File: src/hdl/assert_macros.svh
// Assertion macros shared by the closure statistics RTL.
// No dependencies; included by the modules that carry checks.
`ifndef ASSERT_MACROS_SVH
`define ASSERT_MACROS_SVH
`ifndef SYNTH
`define ASSERT_ALWAYS(label, clk, rst, expr) \
   label: assert property (@(posedge clk) disable iff (rst) (expr)) \
      else $error("assertion failed");
`define ASSERT_IMPLIES(label, clk, rst, pre, post) \
   label: assert property (@(posedge clk) disable iff (rst) (pre) |-> (post)) \
      else $error("assertion failed");
`define ASSERT_NEXT(label, clk, rst, pre, post) \
   label: assert property (@(posedge clk) disable iff (rst) (pre) |=> (post)) \
      else $error("assertion failed");
`else
`define ASSERT_ALWAYS(label, clk, rst, expr)
`define ASSERT_IMPLIES(label, clk, rst, pre, post)
`define ASSERT_NEXT(label, clk, rst, pre, post)
`endif
`endif

File: src/hdl/ipcs_pkg.sv
// Types, constants and the arctangent table for the closure statistics unit.
// No dependencies.
package ipcs_pkg;
   localparam int CordicSteps = 30;
   localparam int DataBits    = 36;
   localparam int QueueDepth  = 4;
   localparam int QueueAw     = 2;

   typedef struct packed {
      logic signed [15:0] ab_real;
      logic signed [15:0] ab_imag;
      logic signed [15:0] bc_real;
      logic signed [15:0] bc_imag;
      logic signed [15:0] ca_real;
      logic signed [15:0] ca_imag;
      logic               last_pixel;
   } req_type;

   typedef struct packed {
      logic signed [16:0] closure_angle;
      logic               closure_valid;
      logic               stats_ready;
      logic [24:0]        evaluated_count;
      logic [24:0]        valid_count;
      logic [24:0]        invalid_count;
      logic [15:0]        max_abs_closure;
      logic [15:0]        rms_closure;
   } rsp_type;

   typedef struct packed {
      logic signed [16:0] closure;
      logic               ok;
      logic               last;
   } entry_type;

   typedef enum logic [1:0] {
      B_IDLE,
      B_DIV,
      B_SQRT
   } back_state_type;

   function automatic logic signed [DataBits-1:0] atan_step(input int i);
      logic [31:0] t;
      case (i)
         0: t = 32'h20000000;  1: t = 32'h12E4051E;  2: t = 32'h09FB385B;
         3: t = 32'h051111D4;  4: t = 32'h028B0D43;  5: t = 32'h0145D7E1;
         6: t = 32'h00A2F61E;  7: t = 32'h00517C55;  8: t = 32'h0028BE53;
         9: t = 32'h00145F2F; 10: t = 32'h000A2F98; 11: t = 32'h000517CC;
        12: t = 32'h00028BE6; 13: t = 32'h000145F3; 14: t = 32'h0000A2FA;
        15: t = 32'h0000517D; 16: t = 32'h000028BE; 17: t = 32'h0000145F;
        18: t = 32'h00000A30; 19: t = 32'h00000518; 20: t = 32'h0000028C;
        21: t = 32'h00000146; 22: t = 32'h000000A3; 23: t = 32'h00000051;
        24: t = 32'h00000029; 25: t = 32'h00000014; 26: t = 32'h0000000A;
        27: t = 32'h00000005; 28: t = 32'h00000003; 29: t = 32'h00000001;
         default: t = 32'h0;
      endcase
      return $signed({4'b0, t});
   endfunction
endpackage

File: src/hdl/ipcs_queue.sv
// Short queue between front and back parts.
// Depends on ipcs_pkg and assert_macros.svh.
`include "assert_macros.svh"
module ipcs_queue (
   input  logic                clock,
   input  logic                reset,
   input  logic                push,
   input  ipcs_pkg::entry_type push_data,
   output logic                full,
   input  logic                pop,
   output logic                empty,
   output ipcs_pkg::entry_type pop_data
);
   localparam int D = ipcs_pkg::QueueDepth;
   localparam int A = ipcs_pkg::QueueAw;

   ipcs_pkg::entry_type mem_ff [0:D-1];
   logic [A-1:0] wr_ff, wr_in, rd_ff, rd_in;
   logic [A:0]   cnt_ff, cnt_in;

   assign full = cnt_ff == (A+1)'(D);
   assign empty = cnt_ff == '0;
   assign pop_data = mem_ff[rd_ff];

   always_comb begin
      wr_in = push ? wr_ff + 1'b1 : wr_ff;
      rd_in = pop ? rd_ff + 1'b1 : rd_ff;
      cnt_in = cnt_ff + (A+1)'(push) - (A+1)'(pop);
   end

   always_ff @(posedge clock) begin
      if (reset) begin
         wr_ff <= '0;
         rd_ff <= '0;
         cnt_ff <= '0;
      end else begin
         wr_ff <= wr_in;
         rd_ff <= rd_in;
         cnt_ff <= cnt_in;
      end
      if (push) mem_ff[wr_ff] <= push_data;
   end

   `ASSERT_ALWAYS(a_no_overflow, clock, reset, !(push && full))
   `ASSERT_ALWAYS(a_no_underflow, clock, reset, !(pop && empty))
   `ASSERT_ALWAYS(a_count_range, clock, reset, cnt_ff <= (A+1)'(D))
endmodule

File: config.mk
export PLATFORM = sky130hd
export DESIGN_NAME = ipcs_queue
export DESIGN_NICKNAME = d
export VERILOG_FILES = /design/src/hdl/ipcs_pkg.sv /design/src/hdl/ipcs_queue.sv
export VERILOG_INCLUDE_DIRS = /design/src /design/src/hdl
export SDC_FILE = /design/constraint.sdc
export NUM_CORES = 1
export LEC_CHECK = 0
export ABC_AREA = 0
export BUFFER_PORTS_ARGS = -buffer_cell sky130_fd_sc_hd__buf_2
export CAP_MARGIN = 20
export CELL_PAD_IN_SITES_DETAIL_PLACEMENT = 0
export CELL_PAD_IN_SITES_GLOBAL_PLACEMENT = 1
export CORE_ASPECT_RATIO = 0.5
export CORE_MARGIN = 4
export CORE_UTILIZATION = 55
export CTS_BUF_LIST = sky130_fd_sc_hd__clkbuf_8
export DETAILED_ROUTE_END_ITERATION = 7
export PLACE_DENSITY = 0.95
export SYNTH_ARGS = -nofsm -noshare
export SYNTH_HDL_FRONTEND = slang
export SYNTH_SLANG_ARGS = --single-unit
File: constraint.sdc
create_clock -name clock -period 5.05 [get_ports clock]
set_clock_uncertainty 0.15 [all_clocks]
set_input_delay 0.7575 -clock clock [delete_from_list [all_inputs] [get_ports clock]]
set_output_delay 0.7575 -clock clock [all_outputs]
set_load 0.02 [all_outputs]
Word level (Yosys, flattened, before mapping). Memories as Yosys holds them, arrays and structs flattened. A register that Yosys moved wholly into a read port is not among the register bits. Index checks and enable logic that the tools add are counted.

Add/subtract/negate cells: 4. Equality and inequality tests: 1. Mux-type cells: 4. Reduce and logical (&&, ||, !) cells: 1.

Operators by type and width (count): $add A2 B1 Y2 const B (2); $mux W2 (2); $add A3 B1 Y3 (1); $eq A3 B3 Y1 const B (1); $logic_not A3 Y1 (1); $sub A3 B1 Y3 (1); $mux W1 (2).

Bits in registers: 7. Memory bits (writable): 76. Input bits: 23. Output and inout bits: 21. Word-level logic and storage cells: 14. Memories: 1.

Memories: mem_ff (depth 4, width 19, read ports 1, clocked after memory_dff 1, wr ports 1, RTL line ipcs_queue.sv:17) `ipcs_pkg::entry_type mem_ff [0:D-1];`.

Longest topological paths before layout. Gate-level depths: netlist of the first run.

Depth after elaboration: 3. Gate-level depth with buffers: 7. Gate-level depth less buffers: 7.

Worst setup path before layout of the first run. Ideal clock, no wire load.

Kind: input -> register. From: input pop. To: register cnt_ff[2]. Library setup time: 0.110 ns. Data arrival time: 1.961 ns. Data required time: 4.790 ns. Path slack: 2.829 ns. Stages on the path: 6. Path buffers: 0. Path through: ha_1 inv_1 ha_1 fa_1 xor3_1 nor2_1.

Cells in the longest elaborated chain, start to end: 1.

Ends and longest elaborated chain: start: declaration (RTL line ipcs_queue.sv:10) `input logic pop,`; $sub A3 B1 Y3 (RTL line ipcs_queue.sv:28) `cnt_in = cnt_ff + (A+1)'(push) - (A+1)'(pop);`; end signal: assignment (RTL line ipcs_queue.sv:39) `cnt_ff <= cnt_in;`; end: declaration (RTL line ipcs_queue.sv:19) `logic [A:0] cnt_ff, cnt_in;`.

No other way between the ends. A chain may end at the register's enable or synchronous reset.

==> run metrics, run 1 <==
run status completed; DIE HEIGHT 62.1 µm; I/O Pins 44; postcts setup bufs 0; GRT overflow 0; Num CTS Buffers 9; routed length per instance 18.0 µm; startpoint types flip-flop; H-tree Lvls 3; Seq cells post-synth 85; clock edge transition at the registers on the reported setup and hold paths 0.08 ns; clock sinks 85; Layout Area Growth over Synthesis 14.1%; Hold Fails Final Rpt 0; worst skew pair latency 0.34 ns; via count 1446; Synthesized Nets 171; internal power 1.08 mW; setup slack, reg-to-reg 3.12 ns; Achievable Freq 362 MHz; Cell Area, Synth 3220 µm²; Worst setup EP type output port; die area 7230 µm²; actual slew at the worst max-slew pin 0.980 ns; Rel. slew slack 34.7%; NumNets Final 222; final WL 4850 µm; Initial Utilization 57.7%; Net Switching 0.360 mW; most common library cell in the layout ignoring fill and taps edfxtp_1; pwr dens 390 nW/µm²; 1st-iter DRT viols 94; sequential cell area fraction in the yosys report 76.4%; GPL Wtd Cong 0.694; final setup fails 0; core area 5590 µm²; setup_tns 0 ns; Max-cap violations 0; DRC Markers 0; die width 116 µm; Cell Rows 19; fin worst setup slack 2.29 ns; proportion of layout cells with a drive suffix above 1 36.0%; Clk network pwr share 29.7%; post-CTS sizing 0; CTS root buffer clkbuf_8; # port buffers 43; period utilization 54.7%; CTS tree done; Antenna Nets Post-Route 0; Max Buffers Root-to-Sink 2; Ys Warns 0; Via density 5.36; total power 1.44 mW; Sw Ratio 25.1%; Required @ worst endpoint 4.14 ns; post-synth cell types 21; largest net degree at the start of global routing 20; post-DP HPWL 3120 µm; commonest cells after routing, fill and taps aside edfxtp_1, buf_2, mux4_2; CP Max Fanout 19; Avg Cell Area, Syn 22.9 µm²; fin crit period 2.76 ns; global-route usage over all layers 14.9%; Leak 1.30 nW; final core occ 65.8%; Max VDD drop 205 µV; first-pass GRT wire length 7840 µm; Hold Crit Class flip-flop to flip-flop; Comb pwr share 12.9%; CP Class flip-flop to output port; Slew Viols, Final 0; Critical Path AT 1.85 ns; RSZ-0062 raised after global routing no; Ant. Diodes 0; Pre-antenna DRT Iters 4; number of fill cells in the layout 343; cells after synthesis 141; Sequential Power Share 57.5%; CTS Hold Bufs 0; initial antenna violation count 0; vias in the first global route 1544; Setup Slack @ Placement 2.60 ns
-- per-layer routing --
| layer | wire length [µm] | track usage, % | vias to the layer above |
|---|---|---|---|
| met2 | 2500 | 23.6 | 41 |
| met1 | 2020 | 19.0 | 713 |
| met5 | 0 | 0 | - |
| met4 | 65 | 5.93 | 0 |
| li1 | - | - | 681 |
| met3 | 272 | 4.95 | 11 |
-- sequential cells by signal (all words and copies together), names as in the netlist, named ones only --
| register | count |
|---|---|
| rd_ff | 2 |
| wr_ff | 2 |
| cnt_ff | 3 |
| mem_ff | 76 |
-- through the flow --
stage	instances	instance area (µm²)	hold WS, ns
3_3_place_gp	254	3500	0.379
2_1_floorplan	141	3220	0.342
6_report	270	3680	0.397
5_1_grt	270	3680	0.447
4_1_cts	270	3680	0.410
3_5_place_dp	254	3500	0.398
-- cells in the mapped netlist --
cell | number | area (µm²)
and2_1 | 4 | 25.0
mux4_1 | 9 | 236
dfxtp_1 | 9 | 180
mux2i_1 | 1 | 10.0
nor2b_1 | 2 | 12.5
nor2_1 | 5 | 18.8
buf_12 | 1 | 20.0
nor3_1 | 1 | 5.00
inv_1 | 6 | 22.5
xor3_1 | 1 | 23.8
buf_6 | 1 | 11.3
nand3b_1 | 1 | 7.51
ha_1 | 6 | 75.1
buf_2 | 2 | 10.0
mux4_2 | 10 | 225
fa_1 | 1 | 20.0
a21bo_2 | 1 | 10.0
and3_1 | 1 | 6.26
edfxtp_1 | 76 | 2280
xnor2_1 | 2 | 17.5
a21oi_1 | 1 | 5.00
-- final cells by class --
type	instances	area, µm²	share of cell area [%]
Sequential cell	85	2460	66.9
Multi-Input combinational cell	46	698	19.0
Timing Repair Buffer	44	223	6.05
Clock buffer	9	124	3.37
Tap cell	73	91.3	2.48
Clock inverter	7	57.6	1.56
Inverter	6	22.5	0.612
-- power groups by stage --
| stage | Sequential (mW) | Clock (mW) | Combinational, mW |
|---|---|---|---|
| 6_report | 0.826 | 0.426 | 0.185 |
| 5_1_grt | 0.830 | 0.477 | 0.201 |
| 4_1_cts | 0.826 | 0.438 | 0.189 |
| 3_5_place_dp | 0.842 | 0 | 0.188 |
| 3_3_place_gp | 0.839 | 0 | 0.184 |
| 2_1_floorplan | 0.833 | 0 | 0.137 |
-- final timing paths --
| kind | start | endpoint | depth (start not counted) |
|---|---|---|---|
| setup / recovery | flip-flop | pop_data[14] | 2 |
| hold / removal | rd_ff[0] | rd_ff[1] | 2 |
| setup reg to reg | cnt_ff[0] | cnt_ff[2] | 7 |
| hold reg to reg | rd_ff[0] | rd_ff[1] | 2 |
-- worst max-delay path, cell delays in order (launching register included) --
cell and delay [ns]:
dfxtp_1 0.89, mux4_2 0.44, buf_2 0.18
-- cell families after synthesis --
kind of cell | count (synthesis) | synth area share, %
AO/OA/AOI/OAI | 2 | 0.466
XOR/XNOR | 3 | 1.28
buffers and inverters | 10 | 1.98
adder cells (fa/ha/maj) | 7 | 2.95
AND/OR/NAND/NOR | 14 | 2.33
flip-flops | 85 | 76.4
multiplexers | 20 | 14.6
Note: power is estimated with default switching activity, not from simulation.
==> run 2: changes to the inputs <==
- CORE_UTILIZATION: 55 -> 51
- PLACE_DENSITY: 0.95 -> 0.9
- clock period: 5.05 -> 2.9 ns (I/O delays scaled with it)
==> run 2 against run 1 <==
  * Final cell count up 7.4%
  * Critical path depth up 1
  * Die area up 7.1%
  * Power up 72%
  * Sequential power up 73%
  * Clock power up 67%
  * Via count about the same
  * Register-to-register slack worse by 2.1 ns
  * Worst setup slack worse by 1.8 ns
  * Worst hold slack worse by 0.25 ns
  * Critical endpoint is now pop_data[4]
==> run metrics, run 2 (synthesis results as in run 1) <==
Worst setup EP type output port; GRT overflow 0; most common library cell in the layout ignoring fill and taps edfxtp_1; Num CTS Buffers 9; max FFs per register 76; internal power 1.90 mW; fin crit period 2.37 ns; commonest cells after routing, fill and taps aside edfxtp_1, buf_2, clkbuf_8; startpoint types flip-flop; routed length per instance 16.4 µm; die width 120 µm; period utilization 81.6%; Achievable Freq 423 MHz; Max-cap violations 0; DRC Markers 0; first-pass GRT wire length 7820 µm; Ant. Diodes 0; Net Switching 0.572 mW; die area 7740 µm²; Leak 1.34 nW; final setup fails 0; 1st-iter DRT viols 93; CTS Hold Bufs 0; final core occ 61.0%; Sw Ratio 23.1%; setup_tns 0 ns; Layout Area Growth over Synthesis 15.6%; Clk network pwr share 28.8%; GPL Wtd Cong 0.652; clock sinks 85; final WL 4770 µm; via count 1447; H-tree Lvls 3; Antenna Nets Post-Route 0; largest net degree at the start of global routing 20; Slew Viols, Final 0; clock edge transition at the registers on the reported setup and hold paths 0.08 ns; NumNets Final 227; core area 6110 µm²; Sequential Power Share 57.9%; CP Class flip-flop to output port; proportion of layout cells with a drive suffix above 1 36.1%; Pre-antenna DRT Iters 4; Max Buffers Root-to-Sink 2; postcts setup bufs 0; post-DP HPWL 3030 µm; largest registers mem_ff: 76 flops, cnt_ff: 3 flops; DIE HEIGHT 64.2 µm; Rel. slew slack 63.2%; Comb pwr share 13.3%; Hold Crit Class primary input to flip-flop; RSZ-0062 raised after global routing no; Max VDD drop 279 µV; # port buffers 43; worst skew pair latency 0.33 ns; Hold Fails Final Rpt 0; CTS root buffer clkbuf_8; post-CTS sizing 0; Via density 4.99; Required @ worst endpoint 2.32 ns; actual slew at the worst max-slew pin 0.551 ns; pwr dens 664 nW/µm²; CP Max Fanout 19; Initial Utilization 52.8%; run status completed; initial antenna violation count 0; vias in the first global route 1519; CTS tree done; Critical Path AT 1.78 ns; global-route usage over all layers 13.9%; Largest Register mem_ff; Cell Rows 20; I/O Pins 44
run 2: cell count changes in the layout (fill, tap and decap cells not counted), sizes merged:
cell and change:
clkinvlp -2, buf +5, clkbuf +2
run 2: final timing paths:
path | from | endpoint | slack [ns] | cells after the start
worst min register to register | wr_ff[1] | wr_ff[1] | 0.42 | 2
worst max register to register | cnt_ff[0] | cnt_ff[2] | 1.00 | 7
worst min-delay path | push_data[4] | mem_ff[0][4] | 0.15 | 1
worst max-delay path | flip-flop | pop_data[4] | 0.53 | 3
run 2: final cells by class:
cell class / count / area (µm²)
clock buffer: 11 / 151
clock inverter: 5 / 21.3
fill: 446 / 2380
inverter: 6 / 22.5
multi-input combinational: 46 / 698
sequential: 85 / 2460
tap: 88 / 110
timing repair buffer: 49 / 260
run 2: worst max-delay path: stages, from the launching register on:
cell and delay (ns):
dfxtp_1 0.31, buf_4 0.32, mux4_1 0.61, buf_2 0.18
run 2: power groups by stage:
stage          Clock (mW)  Combinational (mW)  Sequential [mW]
2_1_floorplan           0               0.238             1.45
3_3_place_gp            0               0.328             1.46
3_5_place_dp            0               0.336             1.46
4_1_cts             0.739               0.338             1.43
5_1_grt             0.805               0.363             1.44
6_report            0.712               0.330             1.43
run 2: metal layers:
layer | up-vias | GRT usage [%] | part of all wire (%)
met2 | 33 | 22.2 | 49
met5 | - | 0 | 0
met4 | 0 | 5.08 | 1.4
li1 | 689 | - | -
met1 | 716 | 17.2 | 44
met3 | 9 | 5.92 | 5.8
run 2: through the flow:
stage | worst slack (ns) | total power [mW] | instances | hold WS, ns | cell area (µm²)
2_1_floorplan | 1.00 | 1.69 | 141 | 0.342 | 3220
5_1_grt | 0.408 | 2.61 | 290 | 0.119 | 3730
3_5_place_dp | 0.794 | 1.80 | 274 | 0.412 | 3550
3_3_place_gp | 0.828 | 1.78 | 274 | 0.383 | 3550
6_report | 0.535 | 2.47 | 290 | 0.149 | 3730
4_1_cts | 0.477 | 2.51 | 290 | 0.129 | 3730
