$ cat src/hdl/assert_macros.svh
// Assertion macros shared by the closure statistics RTL.
// No dependencies; included by the modules that carry checks.
`ifndef ASSERT_MACROS_SVH
`define ASSERT_MACROS_SVH
`ifndef SYNTH
`define ASSERT_ALWAYS(label, clk, rst, expr) \
   label: assert property (@(posedge clk) disable iff (rst) (expr)) \
      else $error("assertion failed");
`define ASSERT_IMPLIES(label, clk, rst, pre, post) \
   label: assert property (@(posedge clk) disable iff (rst) (pre) |-> (post)) \
      else $error("assertion failed");
`define ASSERT_NEXT(label, clk, rst, pre, post) \
   label: assert property (@(posedge clk) disable iff (rst) (pre) |=> (post)) \
      else $error("assertion failed");
`else
`define ASSERT_ALWAYS(label, clk, rst, expr)
`define ASSERT_IMPLIES(label, clk, rst, pre, post)
`define ASSERT_NEXT(label, clk, rst, pre, post)
`endif
`endif

$ cat src/hdl/ipcs_pkg.sv
// Types, constants and the arctangent table for the closure statistics unit.
// No dependencies.
package ipcs_pkg;
   localparam int CordicSteps = 30;
   localparam int DataBits    = 36;
   localparam int QueueDepth  = 4;
   localparam int QueueAw     = 2;

   typedef struct packed {
      logic signed [15:0] ab_real;
      logic signed [15:0] ab_imag;
      logic signed [15:0] bc_real;
      logic signed [15:0] bc_imag;
      logic signed [15:0] ca_real;
      logic signed [15:0] ca_imag;
      logic               last_pixel;
   } req_type;

   typedef struct packed {
      logic signed [16:0] closure_angle;
      logic               closure_valid;
      logic               stats_ready;
      logic [24:0]        evaluated_count;
      logic [24:0]        valid_count;
      logic [24:0]        invalid_count;
      logic [15:0]        max_abs_closure;
      logic [15:0]        rms_closure;
   } rsp_type;

   typedef struct packed {
      logic signed [16:0] closure;
      logic               ok;
      logic               last;
   } entry_type;

   typedef enum logic [1:0] {
      B_IDLE,
      B_DIV,
      B_SQRT
   } back_state_type;

   function automatic logic signed [DataBits-1:0] atan_step(input int i);
      logic [31:0] t;
      case (i)
         0: t = 32'h20000000;  1: t = 32'h12E4051E;  2: t = 32'h09FB385B;
         3: t = 32'h051111D4;  4: t = 32'h028B0D43;  5: t = 32'h0145D7E1;
         6: t = 32'h00A2F61E;  7: t = 32'h00517C55;  8: t = 32'h0028BE53;
         9: t = 32'h00145F2F; 10: t = 32'h000A2F98; 11: t = 32'h000517CC;
        12: t = 32'h00028BE6; 13: t = 32'h000145F3; 14: t = 32'h0000A2FA;
        15: t = 32'h0000517D; 16: t = 32'h000028BE; 17: t = 32'h0000145F;
        18: t = 32'h00000A30; 19: t = 32'h00000518; 20: t = 32'h0000028C;
        21: t = 32'h00000146; 22: t = 32'h000000A3; 23: t = 32'h00000051;
        24: t = 32'h00000029; 25: t = 32'h00000014; 26: t = 32'h0000000A;
        27: t = 32'h00000005; 28: t = 32'h00000003; 29: t = 32'h00000001;
         default: t = 32'h0;
      endcase
      return $signed({4'b0, t});
   endfunction
endpackage

$ cat src/hdl/ipcs_back.sv
// Back part: accumulators, divide and square root for the plane RMS, result beat.
// Depends on ipcs_pkg and assert_macros.svh.
`include "assert_macros.svh"
module ipcs_back (
   input  logic                clock,
   input  logic                reset,
   input  logic                empty,
   input  ipcs_pkg::entry_type pop_data,
   output logic                pop,
   output logic                rsp_valid,
   input  logic                rsp_stall,
   output ipcs_pkg::rsp_type   rsp_data
);
   ipcs_pkg::back_state_type st_ff, st_in;
   logic [24:0] ev_ff, ev_in, va_ff, va_in, iv_ff, iv_in;
   logic [16:0] mx_ff, mx_in;
   logic [54:0] ss_ff, ss_in;
   logic        rv_ff, rv_in;
   ipcs_pkg::rsp_type rd_ff, rd_in;
   logic [56:0] dd_ff, dd_in;
   logic [25:0] rem_ff, rem_in;
   logic [24:0] dv_ff, dv_in;
   logic [5:0]  cnt_ff, cnt_in;
   logic [57:0] sv_ff, sv_in, res_ff, res_in, bit_ff, bit_in;
   logic [16:0] a;
   logic [33:0] sq;
   logic [25:0] r;
   logic [57:0] t;
   logic [29:0] rr;
   logic [16:0] rms;

   assign rsp_valid = rv_ff;
   assign rsp_data = rd_ff;

   always_comb begin
      st_in = st_ff;
      ev_in = ev_ff; va_in = va_ff; iv_in = iv_ff; mx_in = mx_ff; ss_in = ss_ff;
      rv_in = rv_ff && rsp_stall;
      rd_in = rd_ff;
      dd_in = dd_ff; rem_in = rem_ff; dv_in = dv_ff; cnt_in = cnt_ff;
      sv_in = sv_ff; res_in = res_ff; bit_in = bit_ff;
      pop = 1'b0;
      a = pop_data.closure[16] ? 17'(-pop_data.closure) : 17'(pop_data.closure);
      sq = a * a;
      r = {rem_ff[24:0], dd_ff[56]};
      t = res_ff + bit_ff;
      rr = 30'(res_ff) + 30'd1;
      rms = (rr[29:1] > 29'd32768) ? 17'd32768 : rr[17:1];
      case (st_ff)
         ipcs_pkg::B_IDLE: begin
            if (!empty && (!rv_ff || !rsp_stall)) begin
               pop = 1'b1;
               if (!ev_ff[24]) begin
                  ev_in = ev_ff + 25'd1;
                  if (pop_data.ok) begin
                     va_in = va_ff + 25'd1;
                     if (a > mx_ff) mx_in = a;
                     ss_in = ss_ff + 55'(sq);
                  end else begin
                     iv_in = iv_ff + 25'd1;
                  end
               end
               rd_in.closure_angle = pop_data.closure;
               rd_in.closure_valid = pop_data.ok;
               rd_in.stats_ready = pop_data.last;
               rd_in.evaluated_count = ev_in;
               rd_in.valid_count = va_in;
               rd_in.invalid_count = iv_in;
               rd_in.max_abs_closure = mx_in[15:0];
               rd_in.rms_closure = '0;
               rv_in = 1'b1;
               if (pop_data.last) begin
                  if (va_in != '0) begin
                     rv_in = 1'b0;
                     dd_in = {ss_in, 2'b00};
                     dv_in = va_in;
                     rem_in = '0;
                     cnt_in = 6'd57;
                     st_in = ipcs_pkg::B_DIV;
                  end
                  ev_in = '0; va_in = '0; iv_in = '0; mx_in = '0; ss_in = '0;
               end
            end
         end
         ipcs_pkg::B_DIV: begin
            if (r >= {1'b0, dv_ff}) begin
               rem_in = r - {1'b0, dv_ff};
               dd_in = {dd_ff[55:0], 1'b1};
            end else begin
               rem_in = r;
               dd_in = {dd_ff[55:0], 1'b0};
            end
            cnt_in = cnt_ff - 6'd1;
            if (cnt_ff == 6'd1) begin
               sv_in = {1'b0, dd_in};
               res_in = '0;
               bit_in = 58'd1 << 56;
               st_in = ipcs_pkg::B_SQRT;
            end
         end
         ipcs_pkg::B_SQRT: begin
            if (bit_ff != '0) begin
               if (sv_ff >= t) begin
                  sv_in = sv_ff - t;
                  res_in = (res_ff >> 1) + bit_ff;
               end else begin
                  res_in = res_ff >> 1;
               end
               bit_in = bit_ff >> 2;
            end else begin
               rd_in.rms_closure = rms[15:0];
               rv_in = 1'b1;
               st_in = ipcs_pkg::B_IDLE;
            end
         end
         default: st_in = ipcs_pkg::B_IDLE;
      endcase
   end

   always_ff @(posedge clock) begin
      if (reset) begin
         st_ff <= ipcs_pkg::B_IDLE;
         ev_ff <= '0; va_ff <= '0; iv_ff <= '0; mx_ff <= '0; ss_ff <= '0;
         rv_ff <= 1'b0;
      end else begin
         st_ff <= st_in;
         ev_ff <= ev_in; va_ff <= va_in; iv_ff <= iv_in; mx_ff <= mx_in; ss_ff <= ss_in;
         rv_ff <= rv_in;
      end
      rd_ff <= rd_in;
      dd_ff <= dd_in; rem_ff <= rem_in; dv_ff <= dv_in; cnt_ff <= cnt_in;
      sv_ff <= sv_in; res_ff <= res_in; bit_ff <= bit_in;
   end

   `ASSERT_IMPLIES(a_busy_no_beat, clock, reset, st_ff != ipcs_pkg::B_IDLE, !rv_ff)
   `ASSERT_ALWAYS(a_counts_sum, clock, reset, va_ff + iv_ff == ev_ff)
   `ASSERT_ALWAYS(a_max_range, clock, reset, mx_ff <= 17'd32768)
endmodule

$ cat config.mk
export PLATFORM = sky130hd
export DESIGN_NAME = ipcs_back
export DESIGN_NICKNAME = d
export VERILOG_FILES = /design/src/hdl/ipcs_pkg.sv /design/src/hdl/ipcs_back.sv
export VERILOG_INCLUDE_DIRS = /design/src /design/src/hdl
export SDC_FILE = /design/constraint.sdc
export NUM_CORES = 2
export LEC_CHECK = 0
export ABC_AREA = 1
export BUFFER_PORTS_ARGS = -buffer_cell sky130_fd_sc_hd__buf_2
export CAP_MARGIN = 20
export CORE_ASPECT_RATIO = 1.75
export CORE_MARGIN = 2
export CORE_UTILIZATION = 55
export CTS_BUF_LIST = sky130_fd_sc_hd__clkbuf_4 sky130_fd_sc_hd__clkbuf_8
export CTS_CLUSTER_DIAMETER = 150
export DETAILED_ROUTE_END_ITERATION = 7
export GPL_TIMING_DRIVEN = 0
export HOLD_SLACK_MARGIN = 0.15
export PLACE_DENSITY = 0.74
export SETUP_SLACK_MARGIN = 0.05
export SYNTH_ARGS = -nofsm -noshare
export SYNTH_HDL_FRONTEND = slang
export SYNTH_SLANG_ARGS = --single-unit
$ cat constraint.sdc
create_clock -name clock -period 12.1 [get_ports clock]
set_input_delay 1.21 -clock clock [delete_from_list [all_inputs] [get_ports clock]]
set_output_delay 1.21 -clock clock [all_outputs]
set_load 0.02 [all_outputs]
# Word level (Yosys, flattened, before mapping)
# Index checks and enable logic that the tools add are counted.
dict set report op_classes {
  add_sub_neg 11
  reduce_logical 22
  mul 1
  order_cmp 4
  n_mux 60
  n_eq_ne 11
}
# operator n
set op_table {}
lappend op_table {{two-way mux 58 bit} 8}
lappend op_table {{two-way mux 25 bit} 14}
lappend op_table {{case mux 58 bit (2 select lines)} 3}
lappend op_table {{two-way mux 57 bit} 3}
lappend op_table {{two-way mux 55 bit} 3}
lappend op_table {{case mux 57 bit (2 select lines)} 1}
lappend op_table {{two-way mux 17 bit} 5}
lappend op_table {{adder 25 x 1 -> 25 bit, second input constant} 3}
lappend op_table {{adder 57 x 58 -> 58 bit} 1}
lappend op_table {{adder 58 bit} 1}
lappend op_table {{greater-or-equal comparator 58 bit} 1}
lappend op_table {{nonzero test 58 bit} 1}
lappend op_table {{subtractor 58 bit} 1}
lappend op_table {{adder 55 x 34 -> 55 bit} 1}
lappend op_table {{case mux 25 bit (2 select lines)} 1}
lappend op_table {{two-way mux 16 bit} 3}
lappend op_table {{multiplier 17 x 17 -> 34 bit} 1}
lappend op_table {{case mux 16 bit (2 select lines)} 1}
lappend op_table {{adder 30 x 1 -> 30 bit, second input constant} 1}
lappend op_table {{greater-than comparator 29 x 16 -> 1 bit, second input constant} 1}
lappend op_table {{greater-or-equal comparator 26 x 25 -> 1 bit} 1}
lappend op_table {{nonzero test 25 bit} 1}
lappend op_table {{subtractor 25 bit} 1}
lappend op_table {{two-way mux 6 bit} 3}
lappend op_table {{other kinds (21)} 49}
dict set report word_totals {
  input_bits 23
  output_inout_bits 128
  ff_bits 563
  word_cells 132
}

# Logic depth before layout (Yosys ltp)
dict set report logic_depth {
  word_depth 10
  ltp_mapped 40
  ltp_nobuf 39
}

# Least setup slack after synthesis
# OpenSTA, ideal clock, no wires.
dict set report synth_timing {
  path_type {in2reg}
  startpoint {in rsp_stall}
  endpoint {reg dv_ff[0] (enable)}
  t_arrival_ps 8539
  required_ps 11692
  setup_time_ps 408
  path_stages 8
  path_slack_ps 3153
  path_buffers 1
  path_cell_list {nand2_1 inv_1 nor2_1 inv_1 nor2_1 inv_2 clkbuf_1 nor2_1}
}
dict set report synth_between {
  elab_chain_len 4
}
# item line_no
set synth_rtl {}
lappend synth_rtl {{from (decl)} ipcs_back.sv:11} ;# input logic rsp_stall,
lappend synth_rtl {{zero test 1 bit} ipcs_back.sv:51} ;# if (!empty && (!rv_ff || !rsp_stall)) begin
lappend synth_rtl {{logical OR 1 bit} ipcs_back.sv:51}
lappend synth_rtl {{logical AND 1 bit} ipcs_back.sv:51}
lappend synth_rtl {{AND reduction 4 bit (no line)} -}
lappend synth_rtl {{to (signal assigned)} ipcs_back.sv:131} ;# dd_ff <= dd_in; rem_ff <= rem_in; dv_ff <= dv_in; cnt_ff <= cnt_in;
lappend synth_rtl {{to (decl)} ipcs_back.sv:22} ;# logic [24:0] dv_ff, dv_in;
# Every way passes these cells.
# A chain may end at the register's enable or synchronous reset.

# Worst setup path in the final report
dict set report layout_timing {
  startpoint {in pop_data[2] (netlist bit)}
  endpoint {reg dd_ff[55] (data pin)}
}
dict set report layout_between {
  elab_chain_len 10
}
# item line_no
set layout_rtl {}
lappend layout_rtl {{from (decl)} ipcs_back.sv:8} ;# input ipcs_pkg::entry_type pop_data,
lappend layout_rtl {{negation 17 bit} ipcs_back.sv:43} ;# a = pop_data.closure[16] ? 17'(-pop_data.closure) : 17'(pop_data.closure);
lappend layout_rtl {{two-way mux 17 bit *} ipcs_back.sv:43}
lappend layout_rtl {{multiplier 17 x 17 -> 34 bit *} ipcs_back.sv:44} ;# sq = a * a;
lappend layout_rtl {{adder 55 x 34 -> 55 bit *} ipcs_back.sv:58} ;# ss_in = ss_ff + 55'(sq);
lappend layout_rtl {{two-way mux 55 bit *} ipcs_back.sv:55} ;# if (pop_data.ok) begin
lappend layout_rtl {{two-way mux 55 bit *} ipcs_back.sv:53} ;# if (!ev_ff[24]) begin
lappend layout_rtl {{two-way mux 57 bit *} ipcs_back.sv:73} ;# if (va_in != '0) begin
lappend layout_rtl {{two-way mux 57 bit *} ipcs_back.sv:72} ;# if (pop_data.last) begin
lappend layout_rtl {{two-way mux 57 bit *} ipcs_back.sv:51}
lappend layout_rtl {{case mux 57 bit (2 select lines) *} ipcs_back.sv:49} ;# case (st_ff)
lappend layout_rtl {{net dd_in[55]} ipcs_back.sv:20} ;# logic [56:0] dd_ff, dd_in;
lappend layout_rtl {{to (signal assigned)} ipcs_back.sv:131}
lappend layout_rtl {{to (decl)} ipcs_back.sv:20}
# The timed path passes the listed nets; every way through them passes the cells marked *. The select of a mux whose other input is x is not followed.

==> results.sh <==
export IMPL_outcome="finished, final reports clean"
export IMPL_fin_skew_ns=0.0476
export IMPL_drc=0
export IMPL_placed_cells=7267
export IMPL_syn_area_sq_um=45400
export IMPL_use_met1=0.345
export IMPL_crit_fanout=11
export IMPL_ys_top_cells_by_area="edfxtp_1, nand2_1, fa_1"
export IMPL_r2r_slack_ns=3.72
export IMPL_syn_inst=6030
export IMPL_final_hold_viol_count=0
export IMPL_finalWeightedCongestion=1.09
export IMPL_die_x_um=221
export IMPL_synthTopCellsByCount="nand2_1, inv_1, nor2_1"
export IMPL_syn_to_final_growth_pct=9.67
export IMPL_grt_usage=0.394
export IMPL_final_setup_worst_slack_ns=0.315
export IMPL_ys_seq_area_frac=0.320
export IMPL_p_per_area_nw_per_um2=214
export IMPL_wirelength_um=168000
export IMPL_pre_cts_ws_ns=0.0708
export IMPL_die_h_um=384
export IMPL_clk_pin_slew_ns=0.08
export IMPL_worst_slew_pin_slew_ns=1.32
export IMPL_cts_buffers=82
export IMPL_ys_flop_type="edfxtp_1"
export IMPL_utilization=0.607
export IMPL_busiest_layer="met2"
export IMPL_drv_slew=0
export IMPL_reg2reg_depth=26
export IMPL_end_kind="register"
export IMPL_htreeDepth=3
export IMPL_synth_largest_area_cell="edfxtp_1"
export IMPL_num_nets_final=6831
export IMPL_vias_per_cell=5.69
export IMPL_syn_avg_cell_area_sq_um=7.52
export IMPL_cts_buffer_depth=3
export IMPL_setup_tns_ns=0
export IMPL_dr_pass1_iters=6
export IMPL_fin_crit_sh=0.974
export IMPL_ios=151
export IMPL_whs_path_depth=2
export IMPL_start_util=0.554
export IMPL_crit_top_cell="fa_1"
export IMPL_fmax_mhz=84.9
export IMPL_grt_pass1_wl_um=250000
export IMPL_max_cap_viol_count=0
export IMPL_use_met3=0.0725
export IMPL_synth_seq_cells=534
export IMPL_grt_met2_usage=0.722
export IMPL_async_flop_share=0
export IMPL_die_area_sq_um=84900
export IMPL_yosys_area_top_type_share=0.254
export IMPL_start_kind="input pin"
export IMPL_antenna_found_initial=2
export IMPL_cts_tree="yes"
export IMPL_synth_edf_count=384
export IMPL_cts_sinks=534
export IMPL_dp_hpwl_um=136000
export IMPL_rsz0062_at_grt="false"
export IMPL_ir_drop_uv=414
export IMPL_clock_latency_ns=0.77
export IMPL_maxSlewHeadroom=0.110
export IMPL_final_area_sq_um=49800
export IMPL_grt_max_degree=37
export IMPL_post_cts_resized=0
export IMPL_drt_iter0_markers=2874
export IMPL_post_cts_setup_buffers=0
export IMPL_io_buffers=149
export IMPL_ctsHoldBuffers=0
export IMPL_routed_via_count=42300
export IMPL_fillers=7670
export IMPL_p_leak_nw=22.6
export IMPL_crit_path_max_incr_delay_ns=0.83
export IMPL_hp_class="register to register"
export IMPL_yosysWarnings=0
export IMPL_cp_required_ns=12.54
export IMPL_first_global_vias=43700
export IMPL_gr_total_overflow=0
export IMPL_period_minus_slack_ns=11.78
export IMPL_wl_per_cell_um=22.5
export IMPL_finalSetupViolCount=0
export IMPL_yosysMostFrequentCell="nand2_1"
export IMPL_crit_arrival_ns=12.23
export IMPL_instances_no_fill=7432
export IMPL_crit_type="input pin to register"
export IMPL_root_buffer="clkbuf_8"
export IMPL_coreArea_sq_um=81900
export IMPL_layout_drive_gt1_share=0.0692
export IMPL_rows=139
export IMPL_synth_distinct_cells=65
export IMPL_ant_nets=0
export IMPL_cp_slowest_cell="clkbuf_1"
export IMPL_placement_cell_area_sq_um=47800
-- critical path: cells and delay by family --
kind | cells | cell delay (ns)
simple gates | 9 | 3.03
fa+ha+maj | 8 | 3.78
xor+xnor | 1 | 0.29
compound gates | 5 | 1.43
buf+inv | 9 | 2.46
-- logic make-up after synthesis --
logic type / count (synthesis) / share of synthesized area
xor+xnor: 259 / 0.0502
compound gates: 992 / 0.119
fa+ha+maj: 505 / 0.177
flops: 534 / 0.320
simple gates: 2546 / 0.234
other cells: 2 / 0.000166
buf+inv: 1192 / 0.100
-- per-stage QoR --
step / total power (W) / hold WS [ns]
detailed placement: 0.00882 / 0.462
finish: 0.0106 / 0.473
global route: 0.0115 / 0.501
CTS: 0.0105 / 0.472
floorplan: 0.00702 / 0.441
global placement: 0.00880 / 0.450
-- power breakdown --
group	switching [W]	leakage [nW]	internal [W]	total, W
Combinational	0.00444	17.0	0.00224	0.00668
Sequential	0.0000786	4.68	0.00217	0.00225
Clock	0.000840	0.934	0.000859	0.00170
Total	0.00536	22.6	0.00527	0.0106
-- routing by layer --
metal | share of wire | vias to the layer above | routed length [um]
met5 | 0 | - | 0
li1 | - | 20100 | -
met3 | 0.052 | 747 | 8720
met4 | 0.13 | 0 | 21600
met1 | 0.31 | 19900 | 51600
met2 | 0.51 | 1540 | 85600
-- registers in the layout, indices dropped and copies added, names as in the netlist --
name	count
rsp_data	126
res_ff	58
sv_ff	58
dd_ff	57
ss_ff	55
bit_ff	29
dv_ff	25
ev_ff	25
iv_ff	25
rem_ff	25
va_ff	25
mx_ff	17
cnt_ff	6
st_ff	2
rsp_valid	1
-- layout make-up --
cell class              instances  area [sq um]  area share
multi-input cells            4314         26400       0.530
flip-flops and latches        534         14500       0.292
inverters                    1034          3880      0.0780
clock buffers                 117          1450      0.0291
well taps                    1057          1320      0.0266
repair buffers                179          1180      0.0238
plain buffers                 158           662      0.0133
clock inverters                36           340     0.00684
diodes                          3          7.51    0.000151
-- layout by cell type, fill, tap and decap left out, types with 91 or more instances in the layout --
cell and n:
o21ai_0 381, ha_1 278, nand3_1 253, dfxtp_1 150, xor2_1 144, nor2_1 638, buf_2 173, xnor2_1 114
clkbuf_8 91, inv_1 1024, nand2_1 1369, a21oi_1 425, fa_1 227, edfxtp_1 384, clkbuf_1 119
-- worst paths after layout --
path                    end   startpoint
setup / recovery  dd_ff[55]  pop_data[2]
hold reg to reg   ss_ff[29]    ss_ff[29]
hold / removal    ss_ff[29]    ss_ff[29]
setup reg to reg  sv_ff[55]    res_ff[8]
No activity file was read; power rests on OpenSTA's default activity.
